`config.mk`:
```
export PLATFORM = sky130hd
export DESIGN_NAME = multi_key_debouncer
export DESIGN_NICKNAME = d
export VERILOG_FILES = /design/src/rtl/mkd_pkg.sv /design/src/rtl/multi_key_debouncer.sv
export SDC_FILE = /design/constraint.sdc
export NUM_CORES = 1
export LEC_CHECK = 0
export BUFFER_PORTS_ARGS = -buffer_cell sky130_fd_sc_hd__buf_2
export CAP_MARGIN = 10
export CORE_UTILIZATION = 40
export CTS_BUF_LIST = sky130_fd_sc_hd__clkbuf_4 sky130_fd_sc_hd__clkbuf_8
export CTS_CLUSTER_DIAMETER = 30
export DETAILED_ROUTE_END_ITERATION = 8
export PLACE_DENSITY = 0.65
export SETUP_SLACK_MARGIN = 0.05
export SYNTH_ARGS = -nofsm -noshare
export SYNTH_HDL_FRONTEND = slang
export SYNTH_SLANG_ARGS = --single-unit
export TNS_END_PERCENT = 20
```
`constraint.sdc`:
```
create_clock -name clk -period 3.99 [get_ports clk]
set_clock_uncertainty 0.1 [all_clocks]
set_input_delay 0.9975 -clock clk [delete_from_list [all_inputs] [get_ports clk]]
set_output_delay 0.9975 -clock clk [all_outputs]
set_load 0.05 [all_outputs]
```
`src/rtl/mkd_pkg.sv`:
```
// ----------------------------------------------------------------------------
// mkd_pkg
// Shared constants for the multi-key debouncer and its port checker.
// ----------------------------------------------------------------------------
package mkd_pkg;

	// Widths of the sample and result fields, and of the agreement counters
	localparam int FIELD_W = 7;
	localparam int CNT_W   = 8;

	// Stream data widths, padded to whole bytes
	localparam int IN_TDATA_W  = 8;
	localparam int OUT_TDATA_W = 24;

	// Bit positions of the result fields in the output tdata
	localparam int PRESS_LSB   = 0;
	localparam int RELEASE_LSB = FIELD_W;
	localparam int HELD_LSB    = 2 * FIELD_W;

	localparam logic [CNT_W-1:0] THRESH_RESET = 8'd5;

	typedef logic [FIELD_W-1:0] key_vec_t;
	typedef logic [CNT_W-1:0]   cnt_t;

endpackage

```
`src/rtl/multi_key_debouncer.sv`:
```
// Path: an accepted sample waits in the input register, then moves into the result
//   register, from which it is offered on the output until the receiver takes it.
// Throughput: one sample per clock unless the output stalls; the per-key update
//   is a single pass of logic.
// Reset (arst_n low): stable, candidate and agreement counters clear, the
//   threshold returns to 5, both pipeline stages empty.
// ----------------------------------------------------------------------------
// multi_key_debouncer
// Counter-based debounce of up to NUM_KEYS keys with press/release edge
// reporting, one result per raw sample.
// ----------------------------------------------------------------------------
module multi_key_debouncer #(
	parameter int NUM_KEYS = 7
) (
	input  logic                            clk,
	input  logic                            arst_n,
	// threshold register write
	input  logic                            cfg_we,
	input  logic [mkd_pkg::CNT_W-1:0]       cfg_wdata,
	// raw sample requests
	input  logic                            s_axis_tvalid,
	output logic                            s_axis_tready,
	input  logic [mkd_pkg::IN_TDATA_W-1:0]  s_axis_tdata,   // [6:0] raw_keys, [7] zero
	// debounced results
	output logic                            m_axis_tvalid,
	input  logic                            m_axis_tready,
	output logic [mkd_pkg::OUT_TDATA_W-1:0] m_axis_tdata    // [6:0] press_edges,
	                                                        // [13:7] release_edges,
	                                                        // [20:14] held_keys, [23:21] zero
);
	import mkd_pkg::*;

	// Threshold register
	cnt_t thresh_q;

	// Input stage: one raw sample waiting for the state update
	logic     vld_s1;
	key_vec_t raw_s1;

	// Per-key state
	logic [NUM_KEYS-1:0] stable_q;
	logic [NUM_KEYS-1:0] cand_q;
	cnt_t                cnt_q [NUM_KEYS];

	// Next state and edges from the sample in stage 1
	logic [NUM_KEYS-1:0] raw_w;
	logic [NUM_KEYS-1:0] stable_d;
	logic [NUM_KEYS-1:0] cand_d;
	cnt_t                cnt_d [NUM_KEYS];
	logic [NUM_KEYS-1:0] press_w;
	logic [NUM_KEYS-1:0] release_w;

	// Result register
	logic     vld_s2;
	key_vec_t press_s2;
	key_vec_t release_s2;
	key_vec_t held_s2;

	key_vec_t press_o;
	key_vec_t release_o;
	key_vec_t held_o;

	// Stage 1 moves into the result register when that slot is free or draining.
	// The key state commits on that same edge, so state and results stay in step.
	logic adv_s1;
	assign adv_s1        = vld_s1 && (!vld_s2 || m_axis_tready);
	assign s_axis_tready = !vld_s1 || adv_s1;

	always_ff @(posedge clk or negedge arst_n) begin
		if (!arst_n) begin
			thresh_q <= THRESH_RESET;
		end else if (cfg_we) begin
			thresh_q <= cfg_wdata;
		end
	end

	always_ff @(posedge clk or negedge arst_n) begin
		if (!arst_n) begin
			vld_s1 <= 1'b0;
		end else if (s_axis_tready) begin
			vld_s1 <= s_axis_tvalid;
		end
	end

	always_ff @(posedge clk) begin
		if (s_axis_tvalid && s_axis_tready) begin
			raw_s1 <= s_axis_tdata[FIELD_W-1:0];
		end
	end

	// Keys beyond the sample width always see a released input.
	for (genvar k = 0; k < NUM_KEYS; k++) begin : g_raw
		if (k < FIELD_W) begin : g_in
			assign raw_w[k] = raw_s1[k];
		end else begin : g_zero
			assign raw_w[k] = 1'b0;
		end
	end

	// Independent debouncer per key
	always_comb begin
		cnt_t c;
		c         = '0;
		stable_d  = stable_q;
		cand_d    = cand_q;
		press_w   = '0;
		release_w = '0;
		for (int k = 0; k < NUM_KEYS; k++) begin
			cnt_d[k] = cnt_q[k];
			if (raw_w[k] == stable_q[k]) begin
				// agrees with stable state: nothing pending
				cnt_d[k]  = '0;
				cand_d[k] = raw_w[k];
			end else if (raw_w[k] != cand_q[k]) begin
				// new candidate: restart count, never flips on this sample
				cand_d[k] = raw_w[k];
				cnt_d[k]  = cnt_t'(1);
			end else begin
				c = cnt_q[k];
				if (c < thresh_q) begin
					c = c + cnt_t'(1);
				end
				if (c < thresh_q) begin
					cnt_d[k] = c;
				end else begin
					cnt_d[k]    = '0;
					stable_d[k] = raw_w[k];
					press_w[k]   = raw_w[k];
					release_w[k] = !raw_w[k];
				end
			end
		end
	end

	always_ff @(posedge clk or negedge arst_n) begin
		if (!arst_n) begin
			stable_q <= '0;
			cand_q   <= '0;
			for (int k = 0; k < NUM_KEYS; k++) begin
				cnt_q[k] <= '0;
			end
		end else if (adv_s1) begin
			stable_q <= stable_d;
			cand_q   <= cand_d;
			for (int k = 0; k < NUM_KEYS; k++) begin
				cnt_q[k] <= cnt_d[k];
			end
		end
	end

	// Map keys onto the fixed-width result fields; higher keys drop out.
	for (genvar b = 0; b < FIELD_W; b++) begin : g_out
		if (b < NUM_KEYS) begin : g_key
			assign press_o[b]   = press_w[b];
			assign release_o[b] = release_w[b];
			assign held_o[b]    = stable_d[b];
		end else begin : g_none
			assign press_o[b]   = 1'b0;
			assign release_o[b] = 1'b0;
			assign held_o[b]    = 1'b0;
		end
	end

	always_ff @(posedge clk or negedge arst_n) begin
		if (!arst_n) begin
			vld_s2 <= 1'b0;
		end else if (adv_s1) begin
			vld_s2 <= 1'b1;
		end else if (m_axis_tready) begin
			vld_s2 <= 1'b0;
		end
	end

	always_ff @(posedge clk) begin
		if (adv_s1) begin
			press_s2   <= press_o;
			release_s2 <= release_o;
			held_s2    <= held_o;
		end
	end

	assign m_axis_tvalid = vld_s2;
	assign m_axis_tdata  = {(OUT_TDATA_W - 3*FIELD_W)'(0), held_s2, release_s2, press_s2};

endmodule

```
* Word level (Yosys, flattened, before mapping) *
Cells that the tools add are included.

operators by class
  $add $sub $neg = 7
  equality and inequality tests = 14
  bitwise gates (word level) = 0
  div/mod/pow operators = 0
  reductions and logical operators = 35
  magnitude comparators = 14
  multiplexer cells = 79
  shift-type cells = 0
  $mul = 0

operator list
  kind                   number
  $mux W8                42
  $lt A8 B8 Y1           14
  $add A8 B1 Y8 const B  7
  $mux W1                37
  $reduce_or A3 Y1       7
  $reduce_bool A2 Y1     8
  $reduce_and A2 Y1      7
  $logic_not A1 Y1       9
  $eq A1 B1 Y1           7
  $ne A1 B1 Y1           7
  $logic_and A1 B1 Y1    2
  $logic_or A1 B1 Y1     2

word-level totals
  output and inout bits = 26
  bits of input ports = 21
  bits in writable memories = 0
  memories kept = 0
  ROM bits = 0
  bits in latches = 0
  bits in registers = 108

* Logic depth before layout (Yosys ltp) *
  depth in word-level cells = 8
  mapped depth = 18
  gate-level depth less buffers = 17

* Worst setup path after synthesis *
OpenSTA, ideal clock, no wires.

  path kind = register -> register
  start = register thresh_q[1]
  end = register held_s2[3] (data pin)
  data required time = 3.625 ns
  arrival time = 3.593 ns
  cell stages (with the launch flop) = 17
  slack = 0.032 ns
  clock period less this slack = 3.958 ns
  path through = dfrtp_1 > inv_1 > ha_1 > a2111o_1 > a311oi_4 > and4_1 > and3_1 > xnor2_1 > inv_1 > ha_1 > nand4_1 > inv_1 > nand3_1 > a2111oi_0 > o21bai_1 > a21oi_1 > a21oi_1

on the way
  longest elaborated chain between the ends = 8

RTL lines
  element                 RTL line                    source
  start, declared         multi_key_debouncer.sv:34   cnt_t thresh_q;
  start signal, assigned  multi_key_debouncer.sv:73   thresh_q <= cfg_wdata;
  $lt A8 B8 Y1            multi_key_debouncer.sv:120  if (c < thresh_q) begin
  $mux W8                 multi_key_debouncer.sv:120
  $mux W8                 multi_key_debouncer.sv:114  end else if (raw_w[k] != cand_q[k]) begin
  $mux W8                 multi_key_debouncer.sv:110  if (raw_w[k] == stable_q[k]) begin
  $lt A8 B8 Y1 (*)        multi_key_debouncer.sv:123  if (c < thresh_q) begin
  $mux W1 (*)             multi_key_debouncer.sv:123
  $mux W1 (*)             multi_key_debouncer.sv:114
  $mux W1 (*)             multi_key_debouncer.sv:110
  named net held_o[3]     multi_key_debouncer.sv:61   key_vec_t held_o;
  end signal, assigned    multi_key_debouncer.sv:178  held_s2 <= held_o;
  end, declared           multi_key_debouncer.sv:57   key_vec_t held_s2;

Mark *: on every way through the listed nets, which the timed path passes. The rest lies on a longest branch. The select of a mux whose other input is x is not followed.
A chain may end at the register's enable or synchronous reset.

* Final worst setup path *
  start = register thresh_q[0]
  end = register stable_q[3]

on the way
  longest elaborated chain between the ends = 8

RTL lines
  element               RTL line                    source
  $lt A8 B8 Y1          multi_key_debouncer.sv:120
  $mux W8               multi_key_debouncer.sv:120
  $mux W8               multi_key_debouncer.sv:114
  $mux W8               multi_key_debouncer.sv:110
  $lt A8 B8 Y1 (*)      multi_key_debouncer.sv:123
  $mux W1 (*)           multi_key_debouncer.sv:123
  $mux W1 (*)           multi_key_debouncer.sv:114
  $mux W1 (*)           multi_key_debouncer.sv:110
  end signal, assigned  multi_key_debouncer.sv:143  stable_q <= stable_d;
  end, declared         multi_key_debouncer.sv:41   logic [NUM_KEYS-1:0] stable_q;

Mark *: on every way between the ends. The rest lies on a longest branch, timed or not. The select of a mux whose other input is x is not followed.

==> impl_metrics.toml <==
[status]
run_status = "finished, final reports clean"

[logic_synthesis]
synth_compound_area_share_pct = 21.4
synthSimpleGateAreaFrac_pct = 18.9
synth.top_cells.by_count = "105 x ha_1, 85 x nand2_1, 78 x dfrtp_1"
synth_warnings = 0
yosys.cell_count.top_type = "ha_1"
synthFlopType = "dfrtp_1"
synth-adder-area-share_pct = 15.6
synthDistinctLibCells = 68
synthMuxAreaShare_pct = 2.17
synth-seq-cells = 108
synth_area_leaders = "dfrtp_1 23%, ha_1 16%, edfxtp_1 10%"
synth_area_um2 = 8420
syn_inst = 915
synth_xor_xnor_area_share_pct = 5.20
avgSynthCellArea_um2 = 9.21
yosys.area.top_type_share_pct = 23.2
synth_largest_area_cell = "dfrtp_1"
synth_top_family_by_area = "compound AO/OA/AOI/OAI gates"
synthArstFlopShare_pct = 74.1
seq_area_frac_synth_pct = 33.8
synth_edf_count = 28

[floorplanning]
dieArea_um2 = 21600
core_um2 = 20400
die_height_um = 147
initial_core_util_pct = 41.2
io_pins = 47
rows = 52
die_w_um = 147

[sta]
tightest_slew_ns = 0.678
rsz0062_at_grt = "true"
hold_viol = 0
fin_tns_setup_ns = 0
final-max-slew-violation-count = 0
setup_slack_ns = 0.0249
fin_crit_sh_pct = 99.4
period_needed_ns = 3.97
relSlewSlack_pct = 54.8
finalSetupViolations = 0
fmax_mhz = 252

[global_route]
gr-total-overflow = 0
grt_max_degree = 48
grt_pass1_wl_mm = 35.5
grtUsageTotal_pct = 20.5
antenna_found_initial = 0
grt_pass1_vias = 7230

[route]
vias = 7662
drt_iter0_markers = 304
remaining_drc_errors = 0
viasPerCell = 5.59
ant_nets = 0
firstDrtPassIters = 6
finalWirelength_mm = 22.5
drt-wirelength-per-cell_um = 16.5

[finish]
drive_gt1_share_pct = 32.9
final_nets = 1221
stdcell_count = 1370
area_growth_pct = 31.0
diodes = 0

[worst_hold_path]
hp-class = "reg2reg"

[clocking]
clk_latency_ns = 0.41
max-clock-path-buffers = 2
clk_pin_slew_ns = 0.12
cts_htree_levels = 3
cts_sinks = 108
cts_tree = "built"
numCtsBuffers = 9
root_buffer = "clkbuf_8"

[placed_design]
numPortBuffers = 42
routabilityCongestion = 0.866
dp_slack_ns = -0.196
place_inst = 1337
dp_hpwl_mm = 16.2

[power]
leakage_nw = 5.20
cellPowerDensity_nw_per_um2 = 331
ir_worst_vdd_v = 0.000182

[critical_path]
cp.arrival_ns = 4.16
critical_path_class = "reg2reg"
crit_path_start_kind = "register"
end_kind = "register"
cp.required_ns = 4.19
path_max_fanout = 6

[flow_run]
drv_cap = 0
critical path, cell delays in order (launching register included):
cell and delay [ns]:
dfstp_4 0.73, nand2b_4 0.07, a2111o_1 0.46, a311oi_4 0.30
and4_4 0.27, and3_4 0.19, xnor2_2 0.13, inv_2 0.06
ha_4 0.26, nand4_1 0.17, inv_1 0.13, nand3_2 0.11
a2111oi_4 0.28, buf_4 0.18, o21bai_4 0.06, o21a_1 0.19
o22a_1 0.15
cell families after synthesis:
family	after synthesis
buf+inv	63
flops	108
other cells	1
xor+xnor	50
fa+ha+maj	105
compound gates	269
simple gates	302
mux	17
final timing paths:
| kind | startpoint | cells after the start | slack (ns) | endpoint |
|---|---|---|---|---|
| max | thresh_q[0]$_DFFE_PN1P_ | 16 | 0.02 | stable_q[3]$_DFFE_PN0P_ |
| min | vld_s1$_DFFE_PN0N_ | 1 | 0.43 | m_axis_tvalid$_DFFE_PN0P_ |
| max reg2reg | thresh_q[0]$_DFFE_PN1P_ | 16 | 0.02 | stable_q[3]$_DFFE_PN0P_ |
| min reg2reg | vld_s1$_DFFE_PN0N_ | 1 | 0.43 | m_axis_tvalid$_DFFE_PN0P_ |
| max in group asynchronous | arst_n | 2 | 2.56 | cnt_q[39]$_DFFE_PN0P_ |
| min in group asynchronous | arst_n | 1 | 0.50 | cnt_q[43]$_DFFE_PN0P_ |
layout by cell type, fill, tap and decap left out, types with 5 or more instances in the layout:
| master | Yosys | layout |
|---|---|---|
| buf_4 | 3 | 145 |
| ha_1 | 105 | 96 |
| nand2_1 | 85 | 83 |
| dfrtp_1 | 78 | 78 |
| a21oi_1 | 73 | 49 |
| o21ai_0 | 62 | 44 |
| buf_2 | 2 | 41 |
| nor2_1 | 43 | 33 |
| edfxtp_1 | 28 | 28 |
| inv_1 | 31 | 26 |
| nand2b_1 | 27 | 24 |
| xnor2_1 | 30 | 23 |
| a21oi_2 | 0 | 21 |
| nor3_1 | 22 | 20 |
| a22o_1 | 20 | 20 |
| nand4_1 | 19 | 19 |
| o21a_1 | 21 | 19 |
| xor2_1 | 20 | 19 |
| a21o_1 | 19 | 17 |
| nand3_1 | 22 | 15 |
| and3_1 | 13 | 11 |
| and4_1 | 13 | 10 |
| mux2_2 | 10 | 10 |
| o21ai_1 | 1 | 10 |
| buf_6 | 0 | 10 |
| or2_2 | 10 | 9 |
| clkbuf_8 | 0 | 9 |
| a211o_1 | 9 | 8 |
| o21ai_2 | 0 | 7 |
| xnor2_2 | 0 | 7 |
| nor2_2 | 0 | 7 |
| mux2i_1 | 7 | 7 |
| o31ai_1 | 9 | 7 |
| ha_4 | 0 | 7 |
| nand3_2 | 0 | 6 |
| nor3b_1 | 9 | 6 |
| o31a_1 | 5 | 5 |
| inv_2 | 0 | 5 |
| o211ai_1 | 5 | 5 |
sequential cells by signal (all words and copies together) (netlist names):
signal         flops
cand_q             7
vld_s1             1
release_s2         7
thresh_q           8
m_axis_tvalid      1
held_s2            7
stable_q           7
press_s2           7
cnt_q             56
raw_s1             7
routing by layer:
layer,track usage (%),part of all wire (%),vias up
met2,33.3,48,123
met4,7.42,2.0,0
met3,2.33,2.6,33
li1,-,-,3795
met5,0,0,-
met1,28.2,48,3711
layout make-up:
cell class | count | area [µm²]
fill | 1869 | 9390
multi-input combinational | 746 | 6080
sequential | 108 | 2850
timing repair buffer | 198 | 1450
tap | 270 | 338
clock buffer | 10 | 131
inverter | 32 | 124
clock inverter | 6 | 71.3
stage by stage:
step / hold WS, ns / total power [mW] / instance area (µm²) / util, %
2_1_floorplan: 0.357 / 2.19 / 8440 / -
3_3_place_gp: 0.397 / 2.66 / 9930 / 48.6
3_5_place_dp: 0.413 / 2.69 / 9930 / 48.6
4_1_cts: 0.431 / 3.49 / 10300 / 50.5
5_1_grt: 0.448 / 3.87 / 11000 / 54.0
6_report: 0.428 / 3.66 / 11000 / 54.0
repair_timing:
action | 4_1_cts | 5_1_grt
pin swaps | 11 | 71
setup buffers | 3 | 14
hold buffers | 0 | 0
setup endpoints to repair | 60 | 78
gates resized for setup | 38 | 137
power breakdown:
part	internal [mW]	switching [mW]	total, mW
clock	0.303	0.432	0.736
sequential	1.23	0.115	1.35
combinational	0.735	0.838	1.57
Note: power is estimated with default switching activity, not from simulation.
